File: src/bsle_pkg.sv
// Shared types and constants for the bounded sequence list engine.
// Depends on nothing; every other file in src refers to it by scoped names.
package bsle_pkg;

  // Default list geometry, handed down from the top level.
  localparam int CAPACITY_DEF   = 32;
  localparam int DATA_WIDTH_DEF = 32;

  // Fixed widths of the request and result fields.
  localparam int CMD_W   = 3;
  localparam int POS_W   = 6;
  localparam int VAL_W   = 32;
  localparam int STAT_W  = 2;
  localparam int COUNT_W = 7;
  // Wide enough to compare a position against any element count.
  localparam int CMP_W   = 8;

  // Queue depths between the parts of the engine.
  localparam int CQ_DEPTH = 2;
  localparam int CQ_AW    = $clog2(CQ_DEPTH);
  localparam int RQ_DEPTH = 4;
  localparam int RQ_AW    = $clog2(RQ_DEPTH);

  // Command codes on the request port.
  localparam logic [CMD_W-1:0] CMD_INS_BEFORE = 3'd0;
  localparam logic [CMD_W-1:0] CMD_INS_AFTER  = 3'd1;
  localparam logic [CMD_W-1:0] CMD_DELETE     = 3'd2;
  localparam logic [CMD_W-1:0] CMD_LOCATE     = 3'd3;
  localparam logic [CMD_W-1:0] CMD_REVERSE    = 3'd4;
  localparam logic [CMD_W-1:0] CMD_DUMP       = 3'd5;

  // Status codes on the result port.
  localparam logic [STAT_W-1:0] STAT_OK        = 2'd0;
  localparam logic [STAT_W-1:0] STAT_BAD_POS   = 2'd1;
  localparam logic [STAT_W-1:0] STAT_FULL      = 2'd2;
  localparam logic [STAT_W-1:0] STAT_NOT_FOUND = 2'd3;

  // Operation class assigned by the front end.
  typedef enum logic [2:0] {
    OP_INS_BEFORE,
    OP_INS_AFTER,
    OP_DELETE,
    OP_LOCATE,
    OP_REVERSE,
    OP_DUMP,
    OP_BAD
  } op_t;

  // Back end sequencer states.
  typedef enum logic [3:0] {
    ST_IDLE,
    ST_INS,
    ST_DEL_RD,
    ST_DEL_CAP,
    ST_DEL_SH,
    ST_LOC,
    ST_REV_A,
    ST_REV_B,
    ST_REV_C,
    ST_REV_D,
    ST_DUMP,
    ST_RESP
  } state_t;

  // Classified request passed from front to back.
  typedef struct packed {
    op_t              op;
    logic [POS_W-1:0] position;
    logic [VAL_W-1:0] item_value;
  } cmd_t;

  // One result waiting for the receiver.
  typedef struct packed {
    logic [STAT_W-1:0]  status;
    logic [VAL_W-1:0]   result_value;
    logic [POS_W-1:0]   found_position;
    logic [COUNT_W-1:0] element_count;
    logic               last;
  } res_t;

endpackage

File: src/bsle_front.sv
// Front end of the list engine: accepts requests, classifies the command code
// and holds them in a short queue for the back end. Depends on bsle_pkg.
module bsle_front (
  input  logic                          clk,
  input  logic                          rst,
  input  logic                          push,
  output logic                          full,
  input  logic [bsle_pkg::CMD_W-1:0]    command,
  input  logic [bsle_pkg::POS_W-1:0]    position,
  input  logic [bsle_pkg::VAL_W-1:0]    item_value,
  output bsle_pkg::cmd_t                cmd,
  output logic                          cmd_valid,
  input  logic                          cmd_pop
);

  localparam logic [bsle_pkg::CQ_AW:0] FULL_CNT =
    bsle_pkg::CQ_DEPTH[bsle_pkg::CQ_AW:0];

  bsle_pkg::cmd_t               q [bsle_pkg::CQ_DEPTH];
  bsle_pkg::cmd_t               in_cmd;
  logic [bsle_pkg::CQ_AW-1:0]   wr_ptr;
  logic [bsle_pkg::CQ_AW-1:0]   rd_ptr;
  logic [bsle_pkg::CQ_AW:0]     fill;
  logic                         do_push;
  logic                         do_pop;

  // Classify the incoming command code.
  always_comb begin
    in_cmd.position   = position;
    in_cmd.item_value = item_value;
    unique case (command)
      bsle_pkg::CMD_INS_BEFORE: in_cmd.op = bsle_pkg::OP_INS_BEFORE;
      bsle_pkg::CMD_INS_AFTER:  in_cmd.op = bsle_pkg::OP_INS_AFTER;
      bsle_pkg::CMD_DELETE:     in_cmd.op = bsle_pkg::OP_DELETE;
      bsle_pkg::CMD_LOCATE:     in_cmd.op = bsle_pkg::OP_LOCATE;
      bsle_pkg::CMD_REVERSE:    in_cmd.op = bsle_pkg::OP_REVERSE;
      bsle_pkg::CMD_DUMP:       in_cmd.op = bsle_pkg::OP_DUMP;
      default:                  in_cmd.op = bsle_pkg::OP_BAD;
    endcase
  end

  // Queue handshake on both sides.
  assign full      = (fill == FULL_CNT);
  assign cmd_valid = (fill != '0);
  assign do_push   = push && !full;
  assign do_pop    = cmd_pop && cmd_valid;
  assign cmd       = q[rd_ptr];

  // Queue pointers and fill level.
  always_ff @(posedge clk) begin
    if (rst) begin
      wr_ptr <= '0;
      rd_ptr <= '0;
      fill   <= '0;
    end else begin
      if (do_push) wr_ptr <= wr_ptr + 1'b1;
      if (do_pop)  rd_ptr <= rd_ptr + 1'b1;
      if (do_push && !do_pop) begin
        fill <= fill + 1'b1;
      end else if (do_pop && !do_push) begin
        fill <= fill - 1'b1;
      end
    end
  end

  // Queue storage.
  always_ff @(posedge clk) begin
    if (do_push) q[wr_ptr] <= in_cmd;
  end

endmodule

File: src/bsle_rq.sv
// Result queue of the list engine: buffers results until the receiver pops
// them and reports the free space to the back end. Depends on bsle_pkg.
module bsle_rq (
  input  logic                       clk,
  input  logic                       rst,
  input  logic                       push_en,
  input  bsle_pkg::res_t             push_data,
  output logic [bsle_pkg::RQ_AW:0]   free,
  output logic                       empty,
  input  logic                       pop,
  output bsle_pkg::res_t             head
);

  localparam logic [bsle_pkg::RQ_AW:0] DEPTH_CNT =
    bsle_pkg::RQ_DEPTH[bsle_pkg::RQ_AW:0];

  bsle_pkg::res_t               q [bsle_pkg::RQ_DEPTH];
  logic [bsle_pkg::RQ_AW-1:0]   wr_ptr;
  logic [bsle_pkg::RQ_AW-1:0]   rd_ptr;
  logic [bsle_pkg::RQ_AW:0]     fill;
  logic                         do_pop;

  assign empty  = (fill == '0);
  assign free   = DEPTH_CNT - fill;
  assign do_pop = pop && !empty;
  assign head   = q[rd_ptr];

  // Pointers and fill level; the back end only pushes when space is free.
  always_ff @(posedge clk) begin
    if (rst) begin
      wr_ptr <= '0;
      rd_ptr <= '0;
      fill   <= '0;
    end else begin
      if (push_en) wr_ptr <= wr_ptr + 1'b1;
      if (do_pop)  rd_ptr <= rd_ptr + 1'b1;
      if (push_en && !do_pop) begin
        fill <= fill + 1'b1;
      end else if (do_pop && !push_en) begin
        fill <= fill - 1'b1;
      end
    end
  end

  // Result storage.
  always_ff @(posedge clk) begin
    if (push_en) q[wr_ptr] <= push_data;
  end

endmodule

File: src/bsle_back.sv
// Back end of the list engine: the element memory, the element count and the
// sequencer that walks the memory for each command. Depends on bsle_pkg.
module bsle_back #(
  parameter int CAPACITY   = bsle_pkg::CAPACITY_DEF,
  parameter int DATA_WIDTH = bsle_pkg::DATA_WIDTH_DEF
) (
  input  logic                       clk,
  input  logic                       rst,
  input  bsle_pkg::cmd_t             cmd,
  input  logic                       cmd_valid,
  output logic                       cmd_pop,
  input  logic [bsle_pkg::RQ_AW:0]   rq_free,
  output logic                       rq_push,
  output bsle_pkg::res_t             rq_data
);

  localparam int AW = $clog2(CAPACITY);
  localparam int CW = $clog2(CAPACITY + 1);
  localparam logic [CW-1:0] CAP_CNT = CW'(CAPACITY);
  localparam logic [bsle_pkg::RQ_AW:0] TWO_FREE = (bsle_pkg::RQ_AW + 1)'(2);

  // Element memory, one write and one registered read per cycle.
  logic [DATA_WIDTH-1:0] mem [CAPACITY];
  logic                  mem_we;
  logic [AW-1:0]         mem_wa;
  logic [DATA_WIDTH-1:0] mem_wd;
  logic [AW-1:0]         mem_ra;
  logic [DATA_WIDTH-1:0] rd_data;

  bsle_pkg::state_t state, state_next;
  logic [CW-1:0]    count, count_next;
  logic             pend, pend_next;
  logic [CW-1:0]    ptr, ptr_next;
  logic [CW-1:0]    hi, hi_next;
  logic [CW-1:0]    idx, idx_next;
  logic [DATA_WIDTH-1:0] cur, cur_next;
  logic [DATA_WIDTH-1:0] tmp, tmp_next;
  logic [bsle_pkg::STAT_W-1:0] res_status, res_status_next;
  logic [bsle_pkg::VAL_W-1:0]  res_value, res_value_next;
  logic [bsle_pkg::POS_W-1:0]  res_found, res_found_next;

  logic [DATA_WIDTH-1:0]         in_st;
  logic [bsle_pkg::VAL_W-1:0]    rd_ext;
  logic [bsle_pkg::CMP_W-1:0]    pos_x;
  logic [bsle_pkg::CMP_W-1:0]    cnt_x;
  logic [CW-1:0]                 pos_c;
  logic                          is_full;

  // Request value to stored width, and stored word back to 32 bits, both
  // with sign extension.
  always_comb begin
    for (int i = 0; i < DATA_WIDTH; i++) begin
      in_st[i] = cmd.item_value[(i < bsle_pkg::VAL_W) ? i : bsle_pkg::VAL_W - 1];
    end
    for (int j = 0; j < bsle_pkg::VAL_W; j++) begin
      rd_ext[j] = rd_data[(j < DATA_WIDTH) ? j : DATA_WIDTH - 1];
    end
  end

  assign pos_x   = bsle_pkg::CMP_W'(cmd.position);
  assign cnt_x   = bsle_pkg::CMP_W'(count);
  assign pos_c   = CW'(cmd.position);
  assign is_full = (count >= CAP_CNT);

  // Memory ports.
  always_ff @(posedge clk) begin
    if (mem_we) mem[mem_wa] <= mem_wd;
    rd_data <= mem[mem_ra];
  end

  // Control state.
  always_ff @(posedge clk) begin
    if (rst) begin
      state <= bsle_pkg::ST_IDLE;
      count <= '0;
      pend  <= 1'b0;
    end else begin
      state <= state_next;
      count <= count_next;
      pend  <= pend_next;
    end
  end

  // Working registers of the current command.
  always_ff @(posedge clk) begin
    ptr        <= ptr_next;
    hi         <= hi_next;
    idx        <= idx_next;
    cur        <= cur_next;
    tmp        <= tmp_next;
    res_status <= res_status_next;
    res_value  <= res_value_next;
    res_found  <= res_found_next;
  end

  // Sequencer: next state, memory control and result pushes.
  always_comb begin
    state_next      = state;
    count_next      = count;
    pend_next       = pend;
    ptr_next        = ptr;
    hi_next         = hi;
    idx_next        = idx;
    cur_next        = cur;
    tmp_next        = tmp;
    res_status_next = res_status;
    res_value_next  = res_value;
    res_found_next  = res_found;
    mem_we          = 1'b0;
    mem_wa          = ptr[AW-1:0];
    mem_wd          = rd_data;
    mem_ra          = ptr[AW-1:0];
    cmd_pop         = 1'b0;
    rq_push         = 1'b0;
    rq_data.status         = res_status;
    rq_data.result_value   = res_value;
    rq_data.found_position = res_found;
    rq_data.element_count  = bsle_pkg::COUNT_W'(count);
    rq_data.last           = 1'b1;

    unique case (state)
      bsle_pkg::ST_IDLE: begin
        if (cmd_valid) begin
          cmd_pop         = 1'b1;
          cur_next        = in_st;
          ptr_next        = '0;
          pend_next       = 1'b0;
          res_status_next = bsle_pkg::STAT_OK;
          res_value_next  = '0;
          res_found_next  = '0;
          state_next      = bsle_pkg::ST_RESP;
          unique case (cmd.op)
            bsle_pkg::OP_INS_BEFORE: begin
              if (!(pos_x == '0 || pos_x < cnt_x)) begin
                res_status_next = bsle_pkg::STAT_BAD_POS;
              end else if (is_full) begin
                res_status_next = bsle_pkg::STAT_FULL;
              end else begin
                idx_next   = pos_c;
                ptr_next   = count;
                state_next = bsle_pkg::ST_INS;
              end
            end
            bsle_pkg::OP_INS_AFTER: begin
              if (count == '0 && pos_x == '0) begin
                idx_next = '0;
              end else begin
                idx_next = pos_c + 1'b1;
              end
              if (!((count == '0 && pos_x == '0) || pos_x < cnt_x)) begin
                res_status_next = bsle_pkg::STAT_BAD_POS;
              end else if (is_full) begin
                res_status_next = bsle_pkg::STAT_FULL;
              end else begin
                ptr_next   = count;
                state_next = bsle_pkg::ST_INS;
              end
            end
            bsle_pkg::OP_DELETE: begin
              if (pos_x >= cnt_x) begin
                res_status_next = bsle_pkg::STAT_BAD_POS;
              end else begin
                ptr_next   = pos_c;
                state_next = bsle_pkg::ST_DEL_RD;
              end
            end
            bsle_pkg::OP_LOCATE: begin
              state_next = bsle_pkg::ST_LOC;
            end
            bsle_pkg::OP_REVERSE: begin
              if (count > CW'(1)) begin
                hi_next    = count - 1'b1;
                state_next = bsle_pkg::ST_REV_A;
              end
            end
            bsle_pkg::OP_DUMP: begin
              if (count == '0) begin
                res_status_next = bsle_pkg::STAT_BAD_POS;
              end else begin
                state_next = bsle_pkg::ST_DUMP;
              end
            end
            default: begin
              res_status_next = bsle_pkg::STAT_BAD_POS;
            end
          endcase
        end
      end

      // Shift the tail up by one, top down, then drop the new value in.
      bsle_pkg::ST_INS: begin
        if (pend) begin
          mem_we = 1'b1;
          mem_wa = AW'(ptr + 1'b1);
          mem_wd = rd_data;
        end
        if (ptr > idx) begin
          mem_ra    = AW'(ptr - 1'b1);
          ptr_next  = ptr - 1'b1;
          pend_next = 1'b1;
        end else begin
          pend_next = 1'b0;
          if (!pend) begin
            mem_we     = 1'b1;
            mem_wa     = idx[AW-1:0];
            mem_wd     = cur;
            count_next = count + 1'b1;
            state_next = bsle_pkg::ST_RESP;
          end
        end
      end

      // Read the element being removed.
      bsle_pkg::ST_DEL_RD: begin
        ptr_next   = ptr + 1'b1;
        state_next = bsle_pkg::ST_DEL_CAP;
      end

      bsle_pkg::ST_DEL_CAP: begin
        res_value_next = rd_ext;
        pend_next      = 1'b0;
        state_next     = bsle_pkg::ST_DEL_SH;
      end

      // Shift the tail down by one, bottom up.
      bsle_pkg::ST_DEL_SH: begin
        if (pend) begin
          mem_we = 1'b1;
          mem_wa = AW'(ptr - CW'(2));
          mem_wd = rd_data;
        end
        if (ptr < count) begin
          ptr_next  = ptr + 1'b1;
          pend_next = 1'b1;
        end else begin
          pend_next = 1'b0;
          if (!pend) begin
            count_next = count - 1'b1;
            state_next = bsle_pkg::ST_RESP;
          end
        end
      end

      // Scan from the front; each compare uses the word read in the cycle before.
      bsle_pkg::ST_LOC: begin
        if (pend && rd_data == cur) begin
          res_found_next = bsle_pkg::POS_W'(ptr - 1'b1);
          pend_next      = 1'b0;
          state_next     = bsle_pkg::ST_RESP;
        end else if (ptr < count) begin
          ptr_next  = ptr + 1'b1;
          pend_next = 1'b1;
        end else begin
          res_status_next = bsle_pkg::STAT_NOT_FOUND;
          pend_next       = 1'b0;
          state_next      = bsle_pkg::ST_RESP;
        end
      end

      // Swap the outer pair, then move both ends inward.
      bsle_pkg::ST_REV_A: begin
        if (ptr < hi) begin
          state_next = bsle_pkg::ST_REV_B;
        end else begin
          state_next = bsle_pkg::ST_RESP;
        end
      end

      bsle_pkg::ST_REV_B: begin
        mem_ra     = hi[AW-1:0];
        tmp_next   = rd_data;
        state_next = bsle_pkg::ST_REV_C;
      end

      bsle_pkg::ST_REV_C: begin
        mem_we     = 1'b1;
        mem_wa     = ptr[AW-1:0];
        mem_wd     = rd_data;
        state_next = bsle_pkg::ST_REV_D;
      end

      bsle_pkg::ST_REV_D: begin
        mem_we     = 1'b1;
        mem_wa     = hi[AW-1:0];
        mem_wd     = tmp;
        ptr_next   = ptr + 1'b1;
        hi_next    = hi - 1'b1;
        state_next = bsle_pkg::ST_REV_A;
      end

      // Stream every element; a read is issued only when two result slots
      // are free, so the trailing push always has room.
      bsle_pkg::ST_DUMP: begin
        if (pend) begin
          rq_push              = 1'b1;
          rq_data.status       = bsle_pkg::STAT_OK;
          rq_data.result_value = rd_ext;
          rq_data.found_position = '0;
          rq_data.last         = (ptr == count);
        end
        if (ptr < count && rq_free >= TWO_FREE) begin
          ptr_next  = ptr + 1'b1;
          pend_next = 1'b1;
        end else begin
          pend_next = 1'b0;
          if (ptr >= count) begin
            state_next = bsle_pkg::ST_IDLE;
          end
        end
      end

      // Single result of the command.
      bsle_pkg::ST_RESP: begin
        if (rq_free != '0) begin
          rq_push    = 1'b1;
          state_next = bsle_pkg::ST_IDLE;
        end
      end

      default: begin
        state_next = bsle_pkg::ST_IDLE;
      end
    endcase
  end

endmodule

File: src/bounded_sequence_list_engine_unit.sv
// Bounded sequence list engine: ordered list of signed words with positional
// insert, delete, locate, reverse and dump. Used as a queue on both sides.
// Requests enter when push is high and full is low, carrying command,
// position and item_value. Results leave in order: while empty is low the
// oldest result sits on status, result_value, found_position, element_count
// and last, and pop takes it. Each command gives one result; a dump of a
// non-empty list gives one result per element, last set on the final one.
// Requests wait in a two-entry queue and results in a four-entry queue, so
// both sides run independently. Commands execute one at a time, walking the
// element memory, which has one read and one write port: insert and delete
// shift the tail one entry at a time, locate scans from the front, reverse
// swaps pairs from both ends inward, and dump streams every element while
// the result queue has room. Reset empties the list and both queues; the
// element memory is not cleared, since only entries below the count are ever
// read. When the receiver stops popping, the result queue fills, the engine
// holds, and full rises once the request queue is full.
// Depends on bsle_pkg, bsle_front, bsle_back and bsle_rq.
module bounded_sequence_list_engine_unit #(
  parameter int CAPACITY   = bsle_pkg::CAPACITY_DEF,
  parameter int DATA_WIDTH = bsle_pkg::DATA_WIDTH_DEF
) (
  input  logic                                 clk,
  input  logic                                 rst,
  input  logic                                 push,
  output logic                                 full,
  input  logic [bsle_pkg::CMD_W-1:0]           command,
  input  logic [bsle_pkg::POS_W-1:0]           position,
  input  logic signed [bsle_pkg::VAL_W-1:0]    item_value,
  output logic                                 empty,
  input  logic                                 pop,
  output logic [bsle_pkg::STAT_W-1:0]          status,
  output logic signed [bsle_pkg::VAL_W-1:0]    result_value,
  output logic [bsle_pkg::POS_W-1:0]           found_position,
  output logic [bsle_pkg::COUNT_W-1:0]         element_count,
  output logic                                 last
);

  bsle_pkg::cmd_t             cmd;
  logic                       cmd_valid;
  logic                       cmd_pop;
  logic [bsle_pkg::RQ_AW:0]   rq_free;
  logic                       rq_push;
  bsle_pkg::res_t             rq_data;
  bsle_pkg::res_t             head;

  // Request intake and classification.
  bsle_front u_front (
    .clk        (clk),
    .rst        (rst),
    .push       (push),
    .full       (full),
    .command    (command),
    .position   (position),
    .item_value (item_value),
    .cmd        (cmd),
    .cmd_valid  (cmd_valid),
    .cmd_pop    (cmd_pop)
  );

  // List storage and command execution.
  bsle_back #(
    .CAPACITY   (CAPACITY),
    .DATA_WIDTH (DATA_WIDTH)
  ) u_back (
    .clk       (clk),
    .rst       (rst),
    .cmd       (cmd),
    .cmd_valid (cmd_valid),
    .cmd_pop   (cmd_pop),
    .rq_free   (rq_free),
    .rq_push   (rq_push),
    .rq_data   (rq_data)
  );

  // Result buffering toward the receiver.
  bsle_rq u_rq (
    .clk       (clk),
    .rst       (rst),
    .push_en   (rq_push),
    .push_data (rq_data),
    .free      (rq_free),
    .empty     (empty),
    .pop       (pop),
    .head      (head)
  );

  assign status         = head.status;
  assign result_value   = head.result_value;
  assign found_position = head.found_position;
  assign element_count  = head.element_count;
  assign last           = head.last;

endmodule
File: config.mk
export PLATFORM = sky130hd
export DESIGN_NAME = bounded_sequence_list_engine_unit
export DESIGN_NICKNAME = d
export VERILOG_FILES = /design/src/bsle_pkg.sv /design/src/bsle_front.sv /design/src/bsle_rq.sv /design/src/bsle_back.sv /design/src/bounded_sequence_list_engine_unit.sv
export SDC_FILE = /design/constraint.sdc
export NUM_CORES = 2
export LEC_CHECK = 0
export BUFFER_PORTS_ARGS = -buffer_cell sky130_fd_sc_hd__buf_2
export CORE_MARGIN = 2
export CORE_UTILIZATION = 40
export DETAILED_ROUTE_END_ITERATION = 8
export GPL_TIMING_DRIVEN = 0
export PLACE_DENSITY = 0.58
export SYNTH_ARGS = -nofsm -noshare
export SYNTH_HDL_FRONTEND = slang
export SYNTH_HIERARCHICAL = 1
export SYNTH_SLANG_ARGS = --single-unit
export TNS_END_PERCENT = 30
File: constraint.sdc
create_clock -name clk -period 13.64 [get_ports clk]
set_clock_uncertainty 0.2 [all_clocks]
set_input_delay 2.046 -clock clk [delete_from_list [all_inputs] [get_ports clk]]
set_output_delay 2.046 -clock clk [all_outputs]
set_load 0.01 [all_outputs]
-- After elaboration in Yosys (flattened, before gate mapping)
Memory sizes are Yosys's and may differ from the RTL's. A register that Yosys moved wholly into a read port is not among the register bits.
Cells that the tools add are included.
- logic and storage cells: 235
- bits in writable memories: 1294
- bits in registers: 144
- output and inout bits: 50
- input bits: 45
- memories kept: 3
- memories (name ; words ; width ; read ports ; clocked after Yosys merged registers in ; write ports ; RTL line ; RTL):
    u_back.mem ; 32 ; 32 ; 1 ; 1 ; 1 ; bsle_back.sv:23 ; logic [DATA_WIDTH-1:0] mem [CAPACITY];
    u_rq.q ; 4 ; 47 ; 1 ; 1 ; 1 ; bsle_rq.sv:17 ; bsle_pkg::res_t q [bsle_pkg::RQ_DEPTH];
    u_front.q ; 2 ; 41 ; 1 ; 1 ; 1 ; bsle_front.sv:19 ; bsle_pkg::cmd_t q [bsle_pkg::CQ_DEPTH];
- add/subtract/negate cells: 16
- multiplexer cells: 100
- reductions and logical operators: 48
- order comparisons: 9
- equality and inequality tests: 42
- operators with widths (kind ; number):
    32-bit case mux with 2 select lines ; 2
    6-bit two-way mux ; 21
    32-bit two-way mux ; 3
    40-bit two-way mux ; 2
    4-bit two-way mux ; 15
    4-bit case mux with 12 select lines ; 1
    6-bit case mux with 2 select lines ; 4
    6-bit case mux with 6 select lines ; 1
    32-bit == test ; 1
    5-bit two-way mux ; 5
    1-bit two-way mux ; 24
    4-bit case mux with 6 select lines ; 1
    2-bit two-way mux ; 10
    2-bit inequality test, second input constant ; 10
    6-bit by 1-bit adder with 6-bit output, second input constant ; 3
    6-bit < comparator ; 3
    3-bit case mux with 6 select lines ; 1
    6-bit case mux with 3 select lines ; 1
    6-bit by 1-bit subtractor with 6-bit output, second input constant ; 3
    4-bit by 3-bit == test with 1-bit output, second input constant ; 4
    4-bit == test, second input constant ; 4
    2-bit nonzero test ; 8
    5-bit case mux with 3 select lines ; 1
    5-bit AND reduction ; 3
    42 further kinds ; 84

-- Depth between registers and ports, before layout
- depth in word-level cells: 8
- mapped depth: 15
- mapped depth without buffers: 12

-- Hierarchy
Netlist, hierarchy kept.
- by module, submodules not included (module ; seq. area each (µm²) ; times used ; cells each ; area each (µm²)):
    bsle_back ; 35273.8 ; 1 ; 3038 ; 47982.3
    bsle_rq ; 5945.7 ; 1 ; 300 ; 7392.1
    bsle_front ; 2562.5 ; 1 ; 156 ; 3184.3

-- Least setup slack after synthesis
Ideal clock, no wire load.
- kind: flip-flop to flip-flop
- from: reg u_back.ptr[5]
- to: mem u_back/mem[24][0] in the netlist's numbering (enable)
- period minus slack after synthesis: 5705 ps
- buffers on the path: 2
- arrival time: 5044 ps
- slack: 7935 ps
- stages on the path, launching flop included: 12
- required time: 12979 ps
- cells stage by stage: edfxtp_1 -> ha_1 -> and4_1 -> o21ai_1 -> a31oi_1 -> clkbuf_1 -> mux2i_1 -> o21ai_0 -> a221oi_1 -> nand2b_1 -> clkbuf_1 -> nor3_1
- longest elaborated chain between the ends: 5
- elaborated cells between the ends (all ways): 7
- classes of those cells: order compare: 1; mux: 6
- RTL lines (element ; RTL line ; RTL):
    start: declaration ; bsle_back.sv:33 ; logic [CW-1:0] ptr, ptr_next;
    start signal: assignment ; bsle_back.sv:86 ; ptr <= ptr_next;
    6-bit > comparator (*) ; bsle_back.sv:197 ; if (ptr > idx) begin
    1-bit two-way mux ; bsle_back.sv:197 ;
    1-bit case mux with 3 select lines ; bsle_back.sv:121 ; unique case (state)
    1-bit two-way mux ; bsle_back.sv:67 ; if (mem_we) mem[mem_wa] <= mem_wd;
    1-bit two-way mux (implied by the code) ; bsle_back.sv:67 ;
    end: declaration ; bsle_back.sv:23 ;
Mark *: on every way between the ends. The rest lies on a longest branch, timed or not.

-- Worst setup path after layout
- from: reg u_back.ptr[0]
- to: reg u_back.rd_data[21] (read register of u_back.mem)
- longest elaborated chain between the ends: 3
- elaborated cells between the ends (all ways): 4
- classes of those cells: add/sub: 1; order compare: 1; mux: 2
- RTL lines (element ; RTL line ; RTL):
    6-bit by 1-bit subtractor with 6-bit output or 6-bit > comparator (tied branches) ; bsle_back.sv:198, bsle_back.sv:197 ;
    5-bit two-way mux ; bsle_back.sv:197 ;
    5-bit case mux with 2 select lines (*) ; bsle_back.sv:121 ;
    end: declaration ; bsle_back.sv:28 ; logic [DATA_WIDTH-1:0] rd_data;
Marks and branches as above.
A chain may end at the register's enable or synchronous reset.

==> impl_metrics.py <==
metrics = {
    "run_status": {
        "status": "complete, no violations",
    },
    "worst_setup_path": {
        "slowest_stage": "nor4_1",
        "path_class": "flop to flop",
        "critical-path-max-stage-delay_ns": 1.12,
        "critical_path.startpoint_type": "flop",
        "worstReg2RegStart": "u_back/ptr[0]",
        "cp_cell_sequence": "clkbuf_1, inv_1, ha_1, nand2_1, o21ai_2, a311oi_1, a311oi_1, or3_1, buf_2, clkbuf_1, o22ai_1, nor4_1, a21oi_1",
        "worstPathMaxFanout": 10,
        "endpoint_kind": "flop",
        "arrival_ns": 6.80,
        "r2r_setup_slack_ns": 7.20,
        "reg2regPathDepth": 13,
        "worstPathRequired_ns": 14.00,
        "timing.rr.end": "u_back/rd_data[21]",
    },
    "grt": {
        "grt_pass1_wl_um": 213000,
        "grt_usage_pct": 19.2,
        "antenna_found_initial": 4,
        "grt_pass1_vias": 31848,
        "grt_max_degree": 38,
        "grt-ovfl-total": 0,
    },
    "timing": {
        "fmax_mhz": 155,
        "rsz0062_at_grt": "false",
        "worst_slew_pin_slew_ns": 1.44,
        "relSlewSlack_pct": 2.91,
        "period_share_pct": 47.2,
        "tns_ns": 0,
        "hold_violations": 0,
        "period_needed_ns": 6.44,
        "slew_violations": 0,
        "setup_violations": 0,
    },
    "yosys": {
        "netlist_instances": 3494,
        "ys_seq_area_share_pct": 74.8,
        "synth_xor_area_share_pct": 0.987,
        "syn-cell-area_um2": 58600,
        "synth_top_family_by_area": "multiplexers",
        "ys.flop_type": "edfxtp_1",
        "synth_area_leaders": "edfxtp_1 (73%), mux4_2 (5.5%), mux2i_1 (2.9%)",
        "ys_warn_count": 6,
        "synthAdderAreaFrac_pct": 0.953,
        "synth.avg_cell_area_um2": 16.8,
        "synth_top_cell_area_share_pct": 72.8,
        "yosysTopAreaCell": "edfxtp_1",
        "synth_nets": 3583,
        "synth-simple-area-share_pct": 5.88,
        "ys_types": 68,
        "async_flop_share_pct": 0,
        "synthMuxAreaShare_pct": 9.81,
        "ys_ff_latch": 1477,
        "synth_edf_count": 1420,
        "synth_compound_area_share_pct": 5.45,
    },
    "cts": {
        "cts_setup_buffers": 0,
        "cts_hold_buf": 0,
        "clkLatencyLatePin_ns": 0.79,
        "cts_sinks": 1477,
        "cts_tree": "done",
        "clk_path_buf_depth": 3,
        "post_cts_resize_count": 0,
        "h-tree-depth": 4,
        "ctsRootBufferMaster": "clkbuf_16",
        "clk_pin_slew_ns": 0.06,
        "cts_made_buffers": 150,
    },
    "final_layout": {
        "finalInstanceArea_um2": 67400,
        "multi_input_area_um2": 13800,
        "seq_area_um2": 43800,
        "fill_cells": 12279,
        "nNetsFinal": 3897,
        "diodes": 0,
        "layout-drive-gt1-share_pct": 18.3,
        "syn_to_final_growth_pct": 15.2,
    },
    "hold_path": {
        "hold_end": "u_rq/rd_ptr[0]",
        "whs_path_depth": 2,
        "hold_class": "flop to flop",
        "worstHoldStart": "u_rq/rd_ptr[0]",
    },
    "placement": {
        "routabilityCongestion": 0.874,
        "hpwlAfterDp_um": 103000,
        "dpl_cell_area_um2": 62700,
        "portBuffers": 94,
    },
    "floorplan": {
        "die_y_um": 387,
        "fp.dieW_um": 387,
        "rows": 140,
        "die_area_um2": 149000,
        "start_util_pct": 40.2,
        "core_um2": 146000,
        "pin_count": 95,
    },
    "route": {
        "wl_per_cell_um": 24.8,
        "drc": 0,
        "vias": 32088,
        "firstDrtPassIters": 8,
        "drtIter0Drc": 3328,
        "routed_wl_um": 145000,
        "vias_per_cell": 5.49,
        "final_antenna_net_count": 0,
    },
    "pwr": {
        "max-vdd-ir-drop_mv": 0.157,
        "p_sw_share_pct": 38.1,
        "clockPowerShare_pct": 23.1,
        "power_frac_comb_pct": 38.2,
        "p_switching_mw": 6.51,
        "cellLeakagePower_nw": 22.3,
        "powerDensity_nw_per_um2": 253,
        "seq_power_share_pct": 38.8,
        "p_int_mw": 10.6,
    },
    "flow_run": {
        "drv_cap": 0,
    },
}
-- flip-flops by register name, summed over array words and instances, names as in the netlist, 2 cells and up, named ones only --
signal and flops:
u_front/q 82, u_back/hi 6, u_back/res_found 6, u_back/res_value 32, u_back/res_status 2, u_back/tmp 32, u_rq/fill 3, u_front/fill 2
u_back/ptr 6, u_back/idx 6, u_back/rd_data 32, u_back/state 4, u_back/mem 1024, u_rq/q 192, u_back/count 6, u_rq/rd_ptr 2
u_rq/wr_ptr 2, u_back/cur 32
-- final cells by class --
class                   count  share of cell area, %
flip-flops and latches   1477                   64.9
multi-input cells        1738                   20.4
clock buffers             207                   6.05
well taps                1917                   3.56
repair buffers            162                   2.24
plain buffers             201                   1.43
clock inverters            70                  0.968
inverters                  78                  0.434
-- worst max-delay path by stage --
stage | cells past startpoint | startpoint | endpoint
6_report | 13 | u_back/ptr[0] | u_back/rd_data[21]
4_1_cts | 13 | u_back/ptr[0] | u_back/rd_data[22]
5_1_grt | 16 | u_back/ptr[0] | u_back/mem[11][10]
3_3_place_gp | 13 | u_back/ptr[0] | u_back/mem[11][4]
2_1_floorplan | 11 | u_back/ptr[5] | u_back/mem[24][0]
3_5_place_dp | 13 | u_back/ptr[0] | u_back/rd_data[22]
-- logic make-up (layout without fill, tap and decap cells) --
family,after synthesis,count (layout)
other,1,1
flip-flops,1477,1477
AO/OA/AOI/OAI,496,496
multiplexers,386,386
XOR/XNOR,66,66
AND/OR/NAND/NOR,745,745
adder cells (fa/ha/maj),44,44
buffers and inverters,279,718
-- cells in the final DEF (no fill, tap or decap), types with 20 or more instances in the layout --
cell type  synthesis  final
a221oi_1          35     35
nor2_1            75     55
buf_6             10     40
xnor2_1           51     51
o22ai_1           72     72
nand2_1          403    402
clkinv_1           2     22
ha_1              43     43
clkbuf_1         103    152
mux2i_1          171    171
edfxtp_1        1420   1420
buf_4             16     20
a21oi_1          210    210
and3_1            35     35
a222oi_1          33     33
and2_1            45     40
nor4_1            75     73
mux2_2            69     69
nand3_1           23     23
a22oi_1           38     38
buf_2             60    158
mux4_2           143    143
inv_1             76     74
dfxtp_1           57     57
o21ai_0           39     39
clkbuf_16          0    153
nor2_4             0     20
clkinv_2           0     24
-- synth_stat cells (3+ instances only) --
master,instances
nor4_1,75
xnor2_1,51
and4_1,4
a211oi_1,10
mux2_2,69
a21oi_1,210
a311oi_1,7
dfxtp_1,57
nand4_1,16
a221o_1,3
nor2_1,75
and2_1,45
edfxtp_1,1420
buf_2,60
a31oi_1,5
nor3_1,30
mux2i_1,171
a22oi_1,38
o21ai_0,39
o31ai_1,4
o221ai_1,4
clkbuf_1,103
nand2_1,403
nor2b_1,6
mux4_2,143
buf_4,16
inv_1,76
buf_1,12
o21a_1,7
buf_6,10
and3_1,35
a221oi_1,35
a222oi_1,33
or3_1,15
a21boi_0,3
a21o_1,7
nand3_1,23
ha_1,43
nand2b_1,7
mux2_1,3
o22ai_1,72
xor2_1,15
-- routing by layer --
layer	track usage (%)	wire length, um
met5	0	7
met4	5.92	3820
met3	2.97	8570
met2	31.9	71000
met1	26.2	61600
-- power by group through the flow --
stage | combinational [mW] | sequential, mW | clock (mW)
2_1_floorplan | 3.89 | 6.60 | 0
3_3_place_gp | 6.26 | 6.73 | 0
3_5_place_dp | 6.47 | 6.72 | 0
4_1_cts | 6.50 | 6.63 | 4.02
5_1_grt | 6.99 | 6.67 | 4.20
6_report | 6.51 | 6.62 | 3.94
-- through the flow --
step / setup WS (ns) / instances / utilization [%] / total power, mW / hold slack, ns
global route: 7.06 / 5850 / 46.3 / 17.9 / 0.312
floorplan: 7.94 / 3494 / - / 10.5 / 0.251
detailed placement: 7.47 / 5573 / 43.1 / 13.2 / 0.291
finish: 7.20 / 5850 / 46.3 / 17.1 / 0.303
CTS: 7.43 / 5850 / 46.3 / 17.1 / 0.293
global placement: 4.33 / 5505 / 42.2 / 13.0 / 0.267
-- worst max-delay path, delay by kind of cell (launching register included) --
family                   cells  cell delay (ns)
buffers and inverters        4             2.00
adder cells (fa/ha/maj)      1             0.45
flip-flops                   1             0.38
AO/OA/AOI/OAI                5             1.73
AND/OR/NAND/NOR              3             1.43
Note: power is estimated with default switching activity, not from simulation.
